$ cat src/sv/pctb_pkg.sv
package pctb_pkg;

  localparam int COORD_BITS_DEF = 10;
  localparam int COUNT_BITS_DEF = 20;
  localparam int OUT_BITS       = 13;
  localparam int NUM_AXES       = 3;
  // 2.5 percent trim: cutoff = floor(count / 40)
  localparam int TRIM_DIV       = 40;
  localparam int REM_BITS       = $clog2(TRIM_DIV);

  typedef struct packed {
    logic bump;        // new point, raise the addressed bin
    logic scan;        // sweep read at the shared address
    logic clr;         // write zero at the shared address
    logic dir_high;    // sweep runs downward
    logic start_low;   // restart low scan state
    logic start_high;  // latch low bin, restart high scan state
  } lane_ctl_t;

endpackage

$ cat src/sv/pctb_merge.sv
module pctb_merge #(
  parameter int COORD_BITS = pctb_pkg::COORD_BITS_DEF,
  parameter int COUNT_BITS = pctb_pkg::COUNT_BITS_DEF
) (
  input  logic                                 clk_i,
  input  logic                                 rst_ni,
  input  logic                                 count_i,
  input  logic [pctb_pkg::NUM_AXES-1:0]        sat_i,
  input  logic                                 push_i,
  input  logic [COORD_BITS-1:0]                low_idx_i  [pctb_pkg::NUM_AXES],
  input  logic [COORD_BITS-1:0]                high_idx_i [pctb_pkg::NUM_AXES],
  input  logic [pctb_pkg::NUM_AXES-1:0]        nonempty_i,
  input  logic                                 out_stall_i,
  output logic [COUNT_BITS:0]                  cutoff_o,
  output logic                                 out_free_o,
  output logic                                 out_valid_o,
  output logic signed [pctb_pkg::OUT_BITS-1:0] low_o  [pctb_pkg::NUM_AXES],
  output logic signed [pctb_pkg::OUT_BITS-1:0] high_o [pctb_pkg::NUM_AXES],
  output logic                                 overflow_o
);

  localparam int OutBits = pctb_pkg::OUT_BITS;
  localparam int Axes    = pctb_pkg::NUM_AXES;
  localparam int Bw      = (COORD_BITS + 3 > OutBits) ? COORD_BITS + 3 : OutBits;
  localparam logic [COORD_BITS-1:0] Half = COORD_BITS'(1) << (COORD_BITS - 1);

  logic [COUNT_BITS:0]                tot_q, tot_d;
  logic [COUNT_BITS:0]                cut_q, cut_d;
  logic [pctb_pkg::REM_BITS-1:0]      rem_q, rem_d;
  logic                               sat_q, sat_d;
  logic                               vld_q;
  logic signed [COORD_BITS-1:0]       lo_b [Axes];
  logic signed [COORD_BITS-1:0]       hi_b [Axes];
  logic signed [Bw-1:0]               lo_e [Axes];
  logic signed [Bw-1:0]               hi_e [Axes];
  logic signed [Bw-1:0]               lo_r [Axes];
  logic signed [Bw-1:0]               hi_r [Axes];
  logic signed [OutBits-1:0]          lo_q [Axes];
  logic signed [OutBits-1:0]          hi_q [Axes];
  logic                               ovf_q;

  // running count with a mod-40 remainder keeps floor(count/40) without a divider
  always_comb begin
    tot_d = tot_q;
    cut_d = cut_q;
    rem_d = rem_q;
    sat_d = sat_q | (|sat_i);
    if (push_i) begin
      tot_d = '0;
      cut_d = '0;
      rem_d = '0;
      sat_d = 1'b0;
    end else if (count_i) begin
      if (&tot_q) begin
        sat_d = 1'b1;
      end else begin
        tot_d = tot_q + (COUNT_BITS + 1)'(1);
        if (rem_q == pctb_pkg::REM_BITS'(pctb_pkg::TRIM_DIV - 1)) begin
          rem_d = '0;
          cut_d = cut_q + (COUNT_BITS + 1)'(1);
        end else begin
          rem_d = rem_q + pctb_pkg::REM_BITS'(1);
        end
      end
    end
  end

  always_comb begin
    for (int a = 0; a < Axes; a++) begin
      // bin index back to signed coordinate
      lo_b[a] = signed'(low_idx_i[a] ^ Half);
      hi_b[a] = signed'(high_idx_i[a] ^ Half);
      lo_e[a] = Bw'(lo_b[a]);
      hi_e[a] = Bw'(hi_b[a]);
      lo_r[a] = (lo_e[a] <<< 1) - hi_e[a];
      hi_r[a] = (hi_e[a] <<< 1) + hi_e[a] - (lo_e[a] <<< 1);
      if (!nonempty_i[a]) begin
        lo_r[a] = '0;
        hi_r[a] = '0;
      end
    end
  end

  always_ff @(posedge clk_i or negedge rst_ni) begin
    if (!rst_ni) begin
      tot_q <= '0;
      cut_q <= '0;
      rem_q <= '0;
      sat_q <= 1'b0;
      vld_q <= 1'b0;
    end else begin
      tot_q <= tot_d;
      cut_q <= cut_d;
      rem_q <= rem_d;
      sat_q <= sat_d;
      vld_q <= push_i | (vld_q & out_stall_i);
    end
  end

  always_ff @(posedge clk_i) begin
    if (push_i) begin
      for (int a = 0; a < Axes; a++) begin
        lo_q[a] <= lo_r[a][OutBits-1:0];
        hi_q[a] <= hi_r[a][OutBits-1:0];
      end
      ovf_q <= sat_q;
    end
  end

  assign cutoff_o    = cut_q;
  assign out_free_o  = ~vld_q | ~out_stall_i;
  assign out_valid_o = vld_q;
  assign low_o       = lo_q;
  assign high_o      = hi_q;
  assign overflow_o  = ovf_q;

endmodule

$ cat config.mk
export PLATFORM = sky130hd
export DESIGN_NAME = pctb_merge
export DESIGN_NICKNAME = d
export VERILOG_FILES = /design/src/sv/pctb_pkg.sv /design/src/sv/pctb_merge.sv
export SDC_FILE = /design/constraint.sdc
export NUM_CORES = 1
export LEC_CHECK = 0
export BUFFER_PORTS_ARGS = -buffer_cell sky130_fd_sc_hd__buf_2
export CORE_ASPECT_RATIO = 0.5
export CORE_UTILIZATION = 30
export DETAILED_ROUTE_END_ITERATION = 7
export SLEW_MARGIN = 10
export SYNTH_ARGS = -nofsm -noshare
export SYNTH_HDL_FRONTEND = slang
export SYNTH_SLANG_ARGS = --single-unit
$ cat constraint.sdc
create_clock -name clk_i -period 2.17 [get_ports clk_i]
set_input_delay 0.434 -clock clk_i [delete_from_list [all_inputs] [get_ports clk_i]]
set_output_delay 0.434 -clock clk_i [all_outputs]
set_load 0.005 [all_outputs]
==> impl_results.md <==
- Number of synthesized flops with an enable pin: 70
- Initial Util: 0.307
- WHS: 0.223 ns
- Die Ht: 121 um
- Initial detailed-routing violation count: 399
- Slowest-stage cell, CP: fa_1
- Number of hold violations in the final report: 0
- Clock Path Buffers: 2
- Synthesized area per cell: 9.51 sq um
- Peak supply drop: 0.000626 V
- Vias: 7491
- Hpwl dp: 17600 um
- WHS Path Cells: 3
- Final WL: 22800 um
- Hold Crit Endpoint: out_valid_o
- Row count: 43
- Initial antenna violation count: 1
- CP max stage delay: 0.59 ns
- Slew HR: 0.637
- Routed Antenna Nets: 0
- Synth top cells by count: 103 x nor2_1, 98 x inv_1, 70 x edfxtp_1
- WP data required: 2.36 ns
- Worst setup SP type: input port
- Ys Warns: 0
- CP top delay family: adder cells
- Clock Skews: 0.0125 ns
- CP Cell Sequence: buf_12, inv_12, fa_1, inv_2, ha_4, a21oi_4, nor2_4, nor4b_4, o31ai_1, xor2_1, and2_1
- Setup Viol. Count Final: 5
- Synth area leaders: edfxtp_1 25%, dfrtp_1 15%, ha_1 9.2%
- Die X: 241 um
- First-pass GRT wire length: 37100 um
- Critical path class: input port to flop
- LEAKAGE: 0.00561 uW
- Die area: 29300 sq um
- Worst R2R Start: tot_q[13]
- Violated checks: negative setup slack
- TritonCTS Buffers: 17
- Vias in the first global route: 7581
- Layout cell share with drive strength beyond 1: 0.384
- Internal reg-to-reg setup slack: 0.08 ns
- Worst Setup Slack, final: -0.0350 ns
- Tmin final: 2.21 ns
- Slew @ Worst Pin: 0.545 ns
- Max-cap violations: 0
- Crit Path Max Fanout: 3
- Period Utilization, post-route: 1.02
- Post-synth top area cell: edfxtp_1
- Count leader, synth: nor2_1
- Placer Congestion: 0.885
- Worst-Skew Late Latency: 0.44 ns
- Mapped cell area: 8560 sq um
- CTS tree: built
- Worst Path Buf+Inv: 3
- Reg clk slew, reported paths: 0.06 ns
- IO buf count: 172
- Drt pass-1 iters: 5
- Drt drc: 0
- Synth cell types: 63
- Seq cells post-synth: 120
- Sequential area share after synthesis: 0.392
- Top-area cell type share of the netlist area: 0.245
- RSZ-0062 raised after global routing: yes
- Worst Setup End Kind: flop
- Clock root cell: clkbuf_16
- Crit path arrival time: 2.40 ns
- Setup TNS: -0.123 ns
- Achievable Freq: 0.454 GHz
- Hold Path Class: input port to flop
- Core ar.: 27900 sq um
- Crit Reg-Reg Endpoint: cutoff_o[0]
- H-tree Lvls: 4
- Overall Global Routing Usage: 0.161
- Syn_nets: 1064
- Pins Over Slew Limit: 0
- Status: finished with violations
- Overall Power: 8290 uW
- Largest net degree at the start of global routing: 36
- # IOs: 173
- Total congestion overflow: 0
- FFs w/ async S/R, synth: 0.417
- Min-delay src: out_stall_i
- Reg2Reg Depth: 8
- Via density: 4.58
- Synth-to-Final Area Change: 44.0%
- Main flop type after synthesis: edfxtp_1
- PwrDens: 673 nW/um^2
- Mapped Cells: 900
- WL per Instance: 13.9 um
- CTS Sinks: 120
- Nets: 1402
- Fillers: 2704
-- state kept, by name (all words and copies together) (netlist names) --
signal / flops
tot_q: 21
rem_q: 6
sat_q: 1
cutoff_o: 21
overflow_o: 1
low_o: 33
high_o: 36
out_valid_o: 1
-- layout make-up --
| type | count | area (sq um) | area share |
|---|---|---|---|
| Multi-Input combinational cell | 649 | 5130 | 0.416 |
| Antenna cell | 1 | 2.50 | 0.000203 |
| Tap cell | 382 | 478 | 0.0388 |
| Inverter | 99 | 452 | 0.0366 |
| Clock buffer | 19 | 475 | 0.0386 |
| Sequential cell | 120 | 3350 | 0.272 |
| Timing Repair Buffer | 351 | 2320 | 0.188 |
| Clock inverter | 13 | 118 | 0.00954 |
-- worst max-delay path by stage --
stage | start | to | slack, ns | cells past startpoint
detailed placement | high_idx_i[11] | high_o[23] | -0.64 | 11
global route | high_idx_i[21] | high_o[35] | -0.13 | 11
global placement | high_idx_i[1] | high_o[10] | -0.59 | 11
CTS | high_idx_i[1] | high_o[12] | -0.01 | 11
floorplan | high_idx_i[11] | high_o[23] | -0.32 | 10
finish | high_idx_i[11] | high_o[23] | -0.04 | 11
-- placed cells by master (no fill, tap or decap), types with 23 or more instances in the layout --
master / n
inv_1: 75
o21ai_0: 31
xor2_1: 28
nor2_1: 100
a21oi_1: 35
nand2_1: 56
nand3_1: 23
nor3_1: 32
dfrtp_1: 50
fa_1: 25
edfxtp_1: 70
xnor2_1: 32
ha_1: 50
buf_4: 175
buf_2: 164
-- tightest hold or removal path, delay by kind of cell --
kind	cells	cell delay (ns)
and+or+nand+nor	2	0.12
buffers and inverters	1	0.08
-- timing repair --
action                                 CTS  global route
pin swaps                               14            36
buffers inserted                         1             8
setup endpoints to repair               17            33
endpoints found under the hold margin   22             0
resized for setup                       24            54
gates cloned                             0             0
hold buffers                             1             0
-- kinds of logic after synthesis --
logic type                 synth area share
muxes                               0.00468
buffers and inverters                0.0653
adders and majority gates             0.162
and+or+nand+nor                       0.204
AOI/OAI and AO/OA                     0.110
DFF                                   0.392
xor gates and xnor gates             0.0614
-- metrics by stage --
stage	utilization	cell area, sq um	setup WS (ns)	std cells
floorplan	-	8890	-0.322	900
global placement	0.407	11400	-0.591	1591
detailed placement	0.407	11400	-0.641	1591
CTS	0.433	12100	-0.0108	1625
global route	0.443	12300	-0.130	1634
finish	0.443	12300	-0.0350	1634
-- where the power goes --
part | internal (uW) | total [uW] | switching [uW]
Combinational | 1370 | 2690 | 1320
Clock | 1640 | 2870 | 1230
Sequential | 2670 | 2730 | 62.5
-- routing by layer --
layer	GRT usage	up-vias	wire [um]
li1	-	3798	-
met1	0.194	3592	9940
met2	0.283	77	11900
met3	0.0339	24	513
met4	0.0566	0	416
met5	0	-	0
Power figures use the tool's default switching activity.
